$ cat config.mk
export PLATFORM = sky130hd
export DESIGN_NAME = argb_source_over_compositor_flat
export DESIGN_NICKNAME = d
export VERILOG_FILES = /design/src/asoc_pkg.sv /design/src/asoc_if.sv /design/src/asoc_pipe.sv /design/src/argb_source_over_compositor.sv /design/src/flat_wrapper.sv
export VERILOG_INCLUDE_DIRS = /design/src /design/src/src
export SDC_FILE = /design/constraint.sdc
export NUM_CORES = 2
export LEC_CHECK = 0
export ABC_AREA = 0
export BUFFER_PORTS_ARGS = -buffer_cell sky130_fd_sc_hd__buf_2
export CELL_PAD_IN_SITES_DETAIL_PLACEMENT = 1
export CELL_PAD_IN_SITES_GLOBAL_PLACEMENT = 1
export CORE_UTILIZATION = 40
export CTS_BUF_LIST = sky130_fd_sc_hd__clkbuf_8
export DETAILED_ROUTE_END_ITERATION = 8
export PLACE_DENSITY_LB_ADDON = 0.1
export SLEW_MARGIN = 20
export SYNTH_ARGS = -nofsm -noshare
export SYNTH_HDL_FRONTEND = slang
export SYNTH_HIERARCHICAL = 1
export SYNTH_SLANG_ARGS = --single-unit
$ cat constraint.sdc
create_clock -name clock -period 11.89 [get_ports clock]
set_clock_uncertainty 0.05 [all_clocks]
set_input_delay 1.189 -clock clock [delete_from_list [all_inputs] [get_ports clock]]
set_output_delay 1.189 -clock clock [all_outputs]
set_load 0.005 [all_outputs]
$ cat src/assert_macros.svh
// ----------------------------------------------------------------------------
// Assertion macros
// Shared concurrent assertion wrappers; they compile away for synthesis.
// ----------------------------------------------------------------------------
`ifndef ASSERT_MACROS_SVH
`define ASSERT_MACROS_SVH

`ifndef SYNTHESIS

// property must hold at every clock edge outside reset
`define ASSERT_HOLDS(label, clk, rst, prop, msg) \
   label: assert property (@(posedge clk) disable iff (rst) (prop)) else $error(msg);

// antecedent in one cycle implies consequent in the next
`define ASSERT_NEXT(label, clk, rst, ante, cons, msg) \
   label: assert property (@(posedge clk) disable iff (rst) (ante) |=> (cons)) \
      else $error(msg);

`else

`define ASSERT_HOLDS(label, clk, rst, prop, msg)
`define ASSERT_NEXT(label, clk, rst, ante, cons, msg)

`endif

`endif

$ cat src/asoc_pkg.sv
// ----------------------------------------------------------------------------
// asoc_pkg
// Types, constants and arithmetic helpers of the ARGB source-over compositor.
// ----------------------------------------------------------------------------
`timescale 1ns / 1ps

package asoc_pkg;

   localparam int FB_DIM_BITS    = 13;
   localparam int CSR_INDEX_BITS = 8;

   typedef enum logic [1:0] {
      OP_FILL  = 2'd0,
      OP_COPY  = 2'd1,
      OP_BLEND = 2'd2
   } op_type;

   localparam logic [CSR_INDEX_BITS-1:0] CSR_FILL_COLOR   = 8'd0;
   localparam logic [CSR_INDEX_BITS-1:0] CSR_GLOBAL_ALPHA = 8'd1;
   localparam logic [CSR_INDEX_BITS-1:0] CSR_FB_WIDTH     = 8'd2;
   localparam logic [CSR_INDEX_BITS-1:0] CSR_FB_HEIGHT    = 8'd3;

   localparam logic [31:0]            FILL_COLOR_RESET   = 32'h0000_0000;
   localparam logic [7:0]             GLOBAL_ALPHA_RESET = 8'hFF;
   localparam logic [FB_DIM_BITS-1:0] FB_WIDTH_RESET     = 13'd320;
   localparam logic [FB_DIM_BITS-1:0] FB_HEIGHT_RESET    = 13'd240;

   localparam logic [7:0] ALPHA_OPAQUE = 8'hFF;
   localparam logic [7:0] ROUND_HALF   = 8'h80;

   // pixel viewed as four channels: [3] alpha, [2] red, [1] green, [0] blue
   typedef logic [3:0][7:0] pixel_type;

   typedef struct packed {
      logic [31:0]            fill_color;
      logic [7:0]             global_alpha;
      logic [FB_DIM_BITS-1:0] fb_width;
      logic [FB_DIM_BITS-1:0] fb_height;
   } cfg_type;

   // rounded x / 255, exact for x up to 255 * 255
   function automatic logic [7:0] rdiv255(input logic [15:0] v);
      logic [16:0] t;
      logic [16:0] u;
      t = 17'(v) + 17'(ROUND_HALF);
      u = t + (t >> 8);
      return u[15:8];
   endfunction

endpackage

$ cat src/asoc_if.sv
// ----------------------------------------------------------------------------
// asoc channel interfaces
// Request, response and register-write channels with valid/ready transfer.
// ----------------------------------------------------------------------------
`timescale 1ns / 1ps

interface asoc_req_if #(parameter int COORD_BITS = 16);
   logic                         valid;
   logic                         ready;
   logic [1:0]                   operation;
   logic signed [COORD_BITS-1:0] dest_x;
   logic signed [COORD_BITS-1:0] dest_y;
   logic [31:0]                  dest_pixel;
   logic [31:0]                  source_pixel;
   logic                         end_of_rect;

   modport source (output valid, operation, dest_x, dest_y, dest_pixel, source_pixel,
                   end_of_rect, input ready);
   modport sink (input valid, operation, dest_x, dest_y, dest_pixel, source_pixel,
                 end_of_rect, output ready);
endinterface

interface asoc_rsp_if;
   logic        valid;
   logic        ready;
   logic [31:0] result_pixel;
   logic        write_strobe;
   logic        end_of_rect_out;

   modport source (output valid, result_pixel, write_strobe, end_of_rect_out, input ready);
   modport sink (input valid, result_pixel, write_strobe, end_of_rect_out, output ready);
endinterface

interface asoc_csr_if;
   logic       valid;
   logic       ready;
   logic [7:0] index;
   logic [31:0] data;

   modport source (output valid, index, data, input ready);
   modport sink (input valid, index, data, output ready);
endinterface

$ cat src/asoc_pipe.sv
// ----------------------------------------------------------------------------
// asoc_pipe
// Five-stage compositing pipeline: clip and select, scale multiply, rounded
// divide, destination multiply, add/saturate into the output register.
// ----------------------------------------------------------------------------
`timescale 1ns / 1ps

`include "assert_macros.svh"

module asoc_pipe
   import asoc_pkg::*;
#(
   parameter int COORD_BITS = 16
) (
   input  logic           clock,
   input  logic           reset,
   input  cfg_type        cfg,
   asoc_req_if.sink       req_chan,
   asoc_rsp_if.source     rsp_chan
);

   localparam int CMP_W = (COORD_BITS > FB_DIM_BITS) ? COORD_BITS : FB_DIM_BITS;

   typedef struct packed {
      logic        ok;
      pixel_type   chan;
      logic [7:0]  fac_a;
      logic [7:0]  fac_c;
      pixel_type   dst;
      logic        eor;
   } s1_type;

   typedef struct packed {
      logic             ok;
      logic [3:0][15:0] prod;
      pixel_type        dst;
      logic             eor;
   } s2_type;

   typedef struct packed {
      logic            wr;
      logic [2:0][7:0] src;
      logic [7:0]      inv;
      pixel_type       dst;
      logic            eor;
   } s3_type;

   typedef struct packed {
      logic             wr;
      logic [2:0][7:0]  src;
      logic [2:0][15:0] dprod;
      pixel_type        dst;
      logic             eor;
   } s4_type;

   typedef struct packed {
      logic [31:0] result;
      logic        wr;
      logic        eor;
   } s5_type;

   logic   v1_ff, v2_ff, v3_ff, v4_ff, v5_ff;
   logic   en1, en2, en3, en4, en5;
   s1_type s1_ff, s1_in;
   s2_type s2_ff, s2_in;
   s3_type s3_ff, s3_in;
   s4_type s4_ff, s4_in;
   s5_type s5_ff, s5_in;

   // each stage moves when it is empty or its successor moves
   assign en5 = !v5_ff || rsp_chan.ready;
   assign en4 = !v4_ff || en5;
   assign en3 = !v3_ff || en4;
   assign en2 = !v2_ff || en3;
   assign en1 = !v1_ff || en2;
   assign req_chan.ready = en1;

   // stage 1: clipping and choice of channels and scale factors
   always_comb begin
      logic      in_bounds;
      pixel_type fill;
      fill      = pixel_type'(cfg.fill_color);
      in_bounds = !req_chan.dest_x[COORD_BITS-1] && !req_chan.dest_y[COORD_BITS-1]
                  && (CMP_W'($unsigned(req_chan.dest_x)) < CMP_W'(cfg.fb_width))
                  && (CMP_W'($unsigned(req_chan.dest_y)) < CMP_W'(cfg.fb_height));
      s1_in.dst   = pixel_type'(req_chan.dest_pixel);
      s1_in.eor   = req_chan.end_of_rect;
      s1_in.chan  = pixel_type'(req_chan.source_pixel);
      s1_in.fac_a = ALPHA_OPAQUE;
      s1_in.fac_c = ALPHA_OPAQUE;
      s1_in.ok    = in_bounds;
      case (op_type'(req_chan.operation))
         OP_FILL: begin
            // straight alpha: premultiply colour by its own alpha
            s1_in.chan  = fill;
            s1_in.fac_c = fill[3];
         end
         OP_COPY: begin
         end
         OP_BLEND: begin
            s1_in.fac_a = cfg.global_alpha;
            s1_in.fac_c = cfg.global_alpha;
         end
         default: begin
            s1_in.ok = 1'b0;
         end
      endcase
   end

   // stage 2: source scaling products
   always_comb begin
      s2_in.ok      = s1_ff.ok;
      s2_in.dst     = s1_ff.dst;
      s2_in.eor     = s1_ff.eor;
      s2_in.prod[3] = 16'(s1_ff.chan[3]) * 16'(s1_ff.fac_a);
      for (int i = 0; i < 3; i++) begin
         s2_in.prod[i] = 16'(s1_ff.chan[i]) * 16'(s1_ff.fac_c);
      end
   end

   // stage 3: rounded divide; a zero scaled alpha means nothing to write
   always_comb begin
      logic [7:0] sa;
      sa        = rdiv255(s2_ff.prod[3]);
      s3_in.wr  = s2_ff.ok && (sa != 8'd0);
      s3_in.inv = ~sa;
      s3_in.dst = s2_ff.dst;
      s3_in.eor = s2_ff.eor;
      for (int i = 0; i < 3; i++) begin
         s3_in.src[i] = rdiv255(s2_ff.prod[i]);
      end
   end

   // stage 4: destination weighted by inverse source alpha
   always_comb begin
      s4_in.wr  = s3_ff.wr;
      s4_in.src = s3_ff.src;
      s4_in.dst = s3_ff.dst;
      s4_in.eor = s3_ff.eor;
      for (int i = 0; i < 3; i++) begin
         s4_in.dprod[i] = 16'(s3_ff.dst[i]) * 16'(s3_ff.inv);
      end
   end

   // stage 5: add, saturate against malformed premultiplied input
   always_comb begin
      logic [8:0] sum;
      pixel_type  res;
      res[3] = ALPHA_OPAQUE;
      for (int i = 0; i < 3; i++) begin
         sum    = 9'(s4_ff.src[i]) + 9'(rdiv255(s4_ff.dprod[i]));
         res[i] = sum[8] ? 8'hFF : sum[7:0];
      end
      s5_in.wr     = s4_ff.wr;
      s5_in.eor    = s4_ff.eor;
      s5_in.result = s4_ff.wr ? 32'(res) : 32'(s4_ff.dst);
   end

   always_ff @(posedge clock) begin
      if (reset) begin
         v1_ff <= 1'b0;
         v2_ff <= 1'b0;
         v3_ff <= 1'b0;
         v4_ff <= 1'b0;
         v5_ff <= 1'b0;
      end else begin
         if (en1) v1_ff <= req_chan.valid;
         if (en2) v2_ff <= v1_ff;
         if (en3) v3_ff <= v2_ff;
         if (en4) v4_ff <= v3_ff;
         if (en5) v5_ff <= v4_ff;
      end
   end

   always_ff @(posedge clock) begin
      if (en1) s1_ff <= s1_in;
      if (en2) s2_ff <= s2_in;
      if (en3) s3_ff <= s3_in;
      if (en4) s4_ff <= s4_in;
      if (en5) s5_ff <= s5_in;
   end

   assign rsp_chan.valid           = v5_ff;
   assign rsp_chan.result_pixel    = s5_ff.result;
   assign rsp_chan.write_strobe    = s5_ff.wr;
   assign rsp_chan.end_of_rect_out = s5_ff.eor;

   `ASSERT_HOLDS(a_wr_opaque, clock, reset, !v5_ff || !s5_ff.wr || (s5_ff.result[31:24] == ALPHA_OPAQUE), "written pixel not opaque")
   `ASSERT_HOLDS(a_full_stall, clock, reset, !(v1_ff && v2_ff && v3_ff && v4_ff && v5_ff && !rsp_chan.ready) || !req_chan.ready, "ready while pipeline full and stalled")
   `ASSERT_NEXT(a_take_lands, clock, reset, req_chan.valid && req_chan.ready, v1_ff, "accepted pixel lost at stage 1")
   `ASSERT_NEXT(a_hold_mid, clock, reset, v4_ff && !en4, v4_ff && $stable(s4_ff), "stalled stage 4 item changed")

endmodule

$ cat src/argb_source_over_compositor.sv
// ----------------------------------------------------------------------------
// argb_source_over_compositor
// Per-pixel source-over compositor onto an opaque ARGB8888 framebuffer.
// ----------------------------------------------------------------------------
// One pixel is taken per clock. The stages are clip and select, source
// scaling multiply, rounded divide by 255, destination weighting multiply,
// and a second rounded divide joined with add/saturate into the output
// register. Every stage holds its item when the one after it is stalled, so
// bubbles are squeezed out and throughput stays at one pixel per clock while
// the result side keeps up. Register writes take effect at once and are
// meant to be made with no pixels in flight.
`timescale 1ns / 1ps

module argb_source_over_compositor
   import asoc_pkg::*;
#(
   parameter int COORD_BITS = 16
) (
   input  logic       clock,
   input  logic       reset,
   asoc_req_if.sink   req_chan,
   asoc_rsp_if.source rsp_chan,
   asoc_csr_if.sink   csr_chan
);

   cfg_type cfg_ff, cfg_in;

   assign csr_chan.ready = 1'b1;

   always_comb begin
      cfg_in = cfg_ff;
      if (csr_chan.valid) begin
         case (csr_chan.index)
            CSR_FILL_COLOR:   cfg_in.fill_color   = csr_chan.data;
            CSR_GLOBAL_ALPHA: cfg_in.global_alpha = csr_chan.data[7:0];
            CSR_FB_WIDTH:     cfg_in.fb_width     = csr_chan.data[FB_DIM_BITS-1:0];
            CSR_FB_HEIGHT:    cfg_in.fb_height    = csr_chan.data[FB_DIM_BITS-1:0];
            default: begin
            end
         endcase
      end
   end

   always_ff @(posedge clock) begin
      if (reset) begin
         cfg_ff.fill_color   <= FILL_COLOR_RESET;
         cfg_ff.global_alpha <= GLOBAL_ALPHA_RESET;
         cfg_ff.fb_width     <= FB_WIDTH_RESET;
         cfg_ff.fb_height    <= FB_HEIGHT_RESET;
      end else begin
         cfg_ff <= cfg_in;
      end
   end

   asoc_pipe #(
      .COORD_BITS (COORD_BITS)
   ) u_pipe (
      .clock    (clock),
      .reset    (reset),
      .cfg      (cfg_ff),
      .req_chan (req_chan),
      .rsp_chan (rsp_chan)
   );

endmodule

$ cat src/flat_wrapper.sv
// flat-port wrapper written by rule: the top's interface ports become plain ports
module argb_source_over_compositor_flat import asoc_pkg::*;
#(
   parameter int COORD_BITS = 16
)
  (clock, reset, req_chan_valid, req_chan_operation, req_chan_dest_x, req_chan_dest_y, req_chan_dest_pixel, req_chan_source_pixel, req_chan_end_of_rect, req_chan_ready, rsp_chan_valid, rsp_chan_result_pixel, rsp_chan_write_strobe, rsp_chan_end_of_rect_out, rsp_chan_ready, csr_chan_valid, csr_chan_index, csr_chan_data, csr_chan_ready);
  asoc_req_if #(.COORD_BITS(COORD_BITS)) req_chan_i ();
  asoc_rsp_if rsp_chan_i ();
  asoc_csr_if csr_chan_i ();
  input  logic clock;
  input  logic reset;
  input wire logic [$bits(req_chan_i.valid)-1:0] req_chan_valid;
  input wire logic [$bits(req_chan_i.operation)-1:0] req_chan_operation;
  input wire logic [$bits(req_chan_i.dest_x)-1:0] req_chan_dest_x;
  input wire logic [$bits(req_chan_i.dest_y)-1:0] req_chan_dest_y;
  input wire logic [$bits(req_chan_i.dest_pixel)-1:0] req_chan_dest_pixel;
  input wire logic [$bits(req_chan_i.source_pixel)-1:0] req_chan_source_pixel;
  input wire logic [$bits(req_chan_i.end_of_rect)-1:0] req_chan_end_of_rect;
  output wire logic [$bits(req_chan_i.ready)-1:0] req_chan_ready;
  output wire logic [$bits(rsp_chan_i.valid)-1:0] rsp_chan_valid;
  output wire logic [$bits(rsp_chan_i.result_pixel)-1:0] rsp_chan_result_pixel;
  output wire logic [$bits(rsp_chan_i.write_strobe)-1:0] rsp_chan_write_strobe;
  output wire logic [$bits(rsp_chan_i.end_of_rect_out)-1:0] rsp_chan_end_of_rect_out;
  input wire logic [$bits(rsp_chan_i.ready)-1:0] rsp_chan_ready;
  input wire logic [$bits(csr_chan_i.valid)-1:0] csr_chan_valid;
  input wire logic [$bits(csr_chan_i.index)-1:0] csr_chan_index;
  input wire logic [$bits(csr_chan_i.data)-1:0] csr_chan_data;
  output wire logic [$bits(csr_chan_i.ready)-1:0] csr_chan_ready;
  assign req_chan_i.valid = req_chan_valid;
  assign req_chan_i.operation = req_chan_operation;
  assign req_chan_i.dest_x = req_chan_dest_x;
  assign req_chan_i.dest_y = req_chan_dest_y;
  assign req_chan_i.dest_pixel = req_chan_dest_pixel;
  assign req_chan_i.source_pixel = req_chan_source_pixel;
  assign req_chan_i.end_of_rect = req_chan_end_of_rect;
  assign req_chan_ready = req_chan_i.ready;
  assign rsp_chan_valid = rsp_chan_i.valid;
  assign rsp_chan_result_pixel = rsp_chan_i.result_pixel;
  assign rsp_chan_write_strobe = rsp_chan_i.write_strobe;
  assign rsp_chan_end_of_rect_out = rsp_chan_i.end_of_rect_out;
  assign rsp_chan_i.ready = rsp_chan_ready;
  assign csr_chan_i.valid = csr_chan_valid;
  assign csr_chan_i.index = csr_chan_index;
  assign csr_chan_i.data = csr_chan_data;
  assign csr_chan_ready = csr_chan_i.ready;
  argb_source_over_compositor #(.COORD_BITS(COORD_BITS)) u_core (.clock(clock), .reset(reset), .req_chan(req_chan_i), .rsp_chan(rsp_chan_i), .csr_chan(csr_chan_i));
endmodule
# == After elaboration in Yosys (flattened, before gate mapping) ==
# Index checks and enable logic that the tools add are counted.
# word_totals
latch_bits,0
out_inout_bits,37
register_bits,457
rom_bits,0
in_bits,144
n_memories,0
ramBits,0
elab_cells,119
# classes
n_shift,0
magnitude_cmp,2
n_eq_ne,5
div,0
n_bitwise,1
mux,6
addsub,17
multipliers,7
reduce_logical,24
# ops
cell,n
$add A16 B8 Y17 const B,7
$add A16 B9 Y16,7
$mul A8 B8 Y16,7
$lt A16 B13 Y1,2
$mux W32,1
$add A8 B8 Y9,3
$mux W24,1
$mux W8,3
$eq A8 B2 Y1 const B,2
$pmux W8 S2,1
$eq A8 B1 Y1 const B,1
$logic_not A8 Y1,1
$not A8 Y8,1
$reduce_and A2 Y1,4
$reduce_bool A8 Y1,1
$logic_not A1 Y1,7
$logic_or A1 B1 Y1,5
$logic_and A1 B1 Y1,4
$reduce_or A3 Y1,1
$eq A2 B1 Y1 const B,1
$eq A2 B2 Y1 const B,1
$logic_not A2 Y1,1

# == Longest topological paths before layout ==
# depth
ltp_word,6
ltp_mapped,22
depth_no_buf,22

# == Hierarchy ==
# Netlist, hierarchy kept.
# by_module_without_submodules
module,instances,cells_per_inst,area_each_um2,seq_area_each_um2
asoc_pipe,1,3008,32001.9,11691.2
argb_source_over_compositor,1,267,2805.2,1321.3

# == Worst setup path after synthesis ==
# OpenSTA, ideal clock, no wires.
# synth_timing
path_type,input -> output
startpoint,in rsp_chan_ready
endpoint,out req_chan_ready
setup_slack_ns,7.089
path_stages,3
arrival_ns,3.562
n_path_buf,0
t_required_ns,10.651
path_cell_list,nor2b_1 -> and3_1 -> nand3_1
# synth_via
elab_chain_cells,5
# synth_rtl
item,line_no,source
"start, declared",flat_wrapper.sv:24,input wire logic [$bits(rsp_chan_i.ready)-1:0] rsp_chan_ready;
$logic_or A1 B1 Y1,asoc_pipe.sv:71,assign en5 = !v5_ff || rsp_chan.ready;
$logic_or A1 B1 Y1,asoc_pipe.sv:72,assign en4 = !v4_ff || en5;
$logic_or A1 B1 Y1,asoc_pipe.sv:73,assign en3 = !v3_ff || en4;
$logic_or A1 B1 Y1,asoc_pipe.sv:74,assign en2 = !v2_ff || en3;
$logic_or A1 B1 Y1,asoc_pipe.sv:75,assign en1 = !v1_ff || en2;
"end, declared",flat_wrapper.sv:19,output wire logic [$bits(req_chan_i.ready)-1:0] req_chan_ready;
# Every way passes these cells.

==> results by group <==
Clock tree
  – # H-tree levels: 3
  – Clock-pin slew on the worst setup and hold paths: 0.07 ns
  – Number of buffers created by CTS: 83
  – Count of cells resized by post-cts repair: 0
  – Clock sink count: 457
  – Clock network latency to the later pin of the worst-skew pair: 0.71 ns
  – CTS tree: yes
  – Clock Tree Buf Depth: 3
  – Count of hold-fix buffers inserted at cts: 0
  – Buffers inserted by post-CTS timing repair: 0
  – CTS Root Cell: sky130_fd_sc_hd__clkbuf_8

Timing
  – Final Critical Period: 5.13 ns
  – Headroom to the max-slew limit: 28.1%
  – Worst Setup Slack, final: 6.76 ns
  – Final Max Slew Viols: 0
  – Setup repair after global routing missed its margin: false
  – Setup violators final: 0
  – Final hold violations: 0
  – Setup Total Neg Slack: 0 ns
  – Share of the clock period used by the worst path after layout: 43.2%
  – Worst-margin pin slew: 1.08 ns
  – Top achievable clock speed: 195 MHz

Global route
  – Wire length of the first global-routing pass: 138000 um
  – Number of antenna violations at the first check in global routing: 3
  – Maximum number of pins on one net before global-route repair: 113
  – Total congestion overflow after global routing: 0
  – Via count of the first global-routing pass: 26400
  – Overall track demand over capacity in global routing: 19.3%

Logic synthesis
  – Most frequent cell after synthesis: sky130_fd_sc_hd__inv_1
  – Per-instance average area after synthesis: 10.6 um2
  – Portion of the post-synthesis area used by sequential elements: 37.4%
  – Yosys top cell by area: sky130_fd_sc_hd__edfxtp_1
  – Cell types with the highest counts after synthesis: 468 x sky130_fd_sc_hd__inv_1, 386 x sky130_fd_sc_hd__edfxtp_1, 360 x sky130_fd_sc_hd__ha_1
  – Primary flip-flop cell chosen by synthesis mapping: sky130_fd_sc_hd__edfxtp_1
  – Cell types occupying the most area after synthesis: sky130_fd_sc_hd__edfxtp_1 33%, sky130_fd_sc_hd__fa_1 15%, sky130_fd_sc_hd__ha_1 13%
  – Async set-or-reset flop fraction in the synthesized netlist: 0%
  – Number of library cell types mapped by synthesis: 78
  – Gate count after technology mapping: 3275
  – Warnings from Yosys: 6
  – Number of enable flip-flop cells after synthesis: 386
  – Flip-flop and latch count after synthesis: 457
  – Post-synthesis instance area: 0.0348 mm2
  – Net Count, Synth: 4034
  – Yosys top cell area share: 33.3%

Worst hold path
  – Class of the most critical hold timing path: flip-flop to flip-flop

Route
  – Wire per inst: 17.7 um
  – Top layer in use: met5
  – Via count: 23300
  – Met2 wirelength from detailed routing: 42500 um
  – Antenna-violating nets left: 0
  – Vias/cell: 4.97
  – Number of DRC violations after detailed-routing iteration 0: 828
  – Routed metal-1 wire length: 35500 um
  – DRC viols: 0
  – Length of routed met3 wiring: 2910 um
  – Post-detailed-routing wire length: 83000 um
  – Number of iterations in the first detailed-routing pass: 5

Worst setup path
  – Type of element launching the critical path: flip-flop
  – Worst setup path class: flip-flop to flip-flop
  – Worst path max stage delay: 0.71 ns
  – Arrival @ worst endpoint: 5.49 ns
  – Worst-path cell chain: and2_1 -> fa_1 -> inv_1 -> fa_1 -> inv_1 -> fa_1 -> inv_1 -> fa_1 -> inv_1 -> ha_1 -> inv_1 -> a21oi_1 -> o41a_1 -> a41o_1 -> o41ai_1 -> xnor2_1
  – Endpoint type of the worst setup path: flip-flop
  – Most numerous cell on the critical path: sky130_fd_sc_hd__inv_1
  – Slowest cell on the critical path: sky130_fd_sc_hd__edfxtp_1
  – Buf+Inv Stages, Crit Path: 5
  – Critical-path maximum fanout: 24
  – Required time of the worst setup path: 12.25 ns
  – Family with the most delay on the worst path: adder cells

Power and ir drop
  – Combinational power share: 63.9%
  – Final Power: 12.3 mW
  – Power dissipated by switching net loads: 5.44 mW
  – Peak supply drop: 0.212 mV
  – Static leakage power: 18.1 nW
  – Sw Ratio: 44.3%
  – Cell-internal power: 6.83 mW
  – Pwr/cell area: 317 mW/mm2
  – Fraction of power consumed by sequential logic: 23.1%
  – Share of power burned in the clock network: 13.0%

Floorplan
  – Boundary pin count: 181
  – Placeable Area: 0.0857 mm2
  – Die extent in x: 297 um
  – Full die area: 0.0882 mm2
  – Die Y: 297 um
  – Starting utilization of the core area: 40.6%
  – Number of rows in the core area: 107

Finish
  – Area grow syn2layout: 11.2%
  – Fraction of final layout cells sized beyond drive strength 1: 9.73%
  – Fin util: 45.2%
  – Final-stage net count: 4239

Place
  – Port Buffers: 179
  – Worst setup timing slack at the placement stage: 6.74 ns
  – Routability Congestion: 0.833
  – Hpwl dp: 63800 um

Run status
  – Run status: completed

Run
  – Max-capacitance violation count: 0
flip-flops by register name, indices dropped and copies added (netlist names):
name and flops:
u_core/cfg_ff 66, u_core/u_pipe/rsp_chan.end_of_rect_out 1, u_core/u_pipe/rsp_chan.result_pixel 32, u_core/u_pipe/rsp_chan.valid 1, u_core/u_pipe/rsp_chan.write_strobe 1, u_core/u_pipe/s1_ff 82, u_core/u_pipe/s2_ff 98, u_core/u_pipe/s3_ff 66
u_core/u_pipe/s4_ff 106, u_core/u_pipe/v1_ff 1, u_core/u_pipe/v2_ff 1, u_core/u_pipe/v3_ff 1, u_core/u_pipe/v4_ff 1
stage by stage:
step | cells | cell area [um2] | hold slack (ns)
finish | 4692 | 38700 | 0.368
global route | 4692 | 38700 | 0.371
CTS | 4690 | 38700 | 0.364
detailed placement | 4538 | 36900 | 0.356
global placement | 4538 | 36900 | 0.352
floorplan | 3275 | 34800 | 0.350
kinds of logic after synthesis:
kind of cell,count (synthesis),share of synthesized area [%]
DFF,457,37.4
AOI/OAI and AO/OA,299,5.77
buffers and inverters,538,5.98
other,1,0.0108
xor gates and xnor gates,181,4.59
muxes,69,1.99
adders and majority gates,616,27.6
and+or+nand+nor,1114,16.6
cell type report:
class                      instances  area (um2)
antenna                            1        2.50
clock buffer                      88        1210
clock inverter                    64         558
fill                            9539       47000
inverter                         468        1760
multi-input combinational       2280       19700
sequential                       457       13000
tap                             1144        1430
timing repair buffer             190         982
worst paths after layout:
kind / to / depth (start not counted) / slack, ns / start
worst max register to register: u_core/u_pipe/s4_ff[48] / 16 / 6.76 / u_core/u_pipe/s3_ff[35]
worst max-delay path: u_core/u_pipe/s4_ff[48] / 16 / 6.76 / u_core/u_pipe/s3_ff[35]
worst min register to register: u_core/u_pipe/s2_ff[6] / 0 / 0.37 / u_core/u_pipe/s1_ff[6]
worst min-delay path: u_core/u_pipe/s2_ff[6] / 0 / 0.37 / u_core/u_pipe/s1_ff[6]
worst reg2reg max path, cell delays in order (launching register included):
cell and delay [ns]:
sky130_fd_sc_hd__edfxtp_1 0.71, sky130_fd_sc_hd__and2_1 0.30, sky130_fd_sc_hd__fa_1 0.53, sky130_fd_sc_hd__inv_1 0.05, sky130_fd_sc_hd__fa_1 0.52, sky130_fd_sc_hd__inv_1 0.05, sky130_fd_sc_hd__fa_1 0.48, sky130_fd_sc_hd__inv_1 0.05
sky130_fd_sc_hd__fa_1 0.47, sky130_fd_sc_hd__inv_1 0.04, sky130_fd_sc_hd__ha_1 0.28, sky130_fd_sc_hd__inv_1 0.09, sky130_fd_sc_hd__a21oi_1 0.08, sky130_fd_sc_hd__o41a_1 0.37, sky130_fd_sc_hd__a41o_1 0.27, sky130_fd_sc_hd__o41ai_1 0.39
sky130_fd_sc_hd__xnor2_1 0.14
power groups by stage:
stage | clock [mW] | combinational, mW | sequential, mW
2_1_floorplan | 0 | 6.12 | 2.65
3_3_place_gp | 0 | 7.63 | 2.85
3_5_place_dp | 0 | 7.92 | 2.87
4_1_cts | 1.67 | 8.01 | 2.84
5_1_grt | 1.73 | 9.00 | 2.88
6_report | 1.59 | 7.85 | 2.84
layer usage:
metal	up-vias	global-route usage [%]
met5	-	0
met4	4	5.78
met3	124	3.10
met2	329	35.4
met1	11600	23.0
li1	11300	-
cells in the final DEF, fill, tap and decap left out, types with 67 or more instances in the layout:
cell type                  Yosys  routed
sky130_fd_sc_hd__nand2_1     270     268
sky130_fd_sc_hd__buf_2         2     179
sky130_fd_sc_hd__clkbuf_8      0      88
sky130_fd_sc_hd__dfxtp_1      71      71
sky130_fd_sc_hd__fa_1        255     255
sky130_fd_sc_hd__and2_1      352     352
sky130_fd_sc_hd__a21oi_1      96      96
sky130_fd_sc_hd__nand2b_1    107     107
sky130_fd_sc_hd__nor2_1      173     172
sky130_fd_sc_hd__edfxtp_1    386     386
sky130_fd_sc_hd__inv_1       468     493
sky130_fd_sc_hd__ha_1        360     360
sky130_fd_sc_hd__mux2i_1      67      67
sky130_fd_sc_hd__xnor2_1     115     115
(Power assumes the default switching activity.)
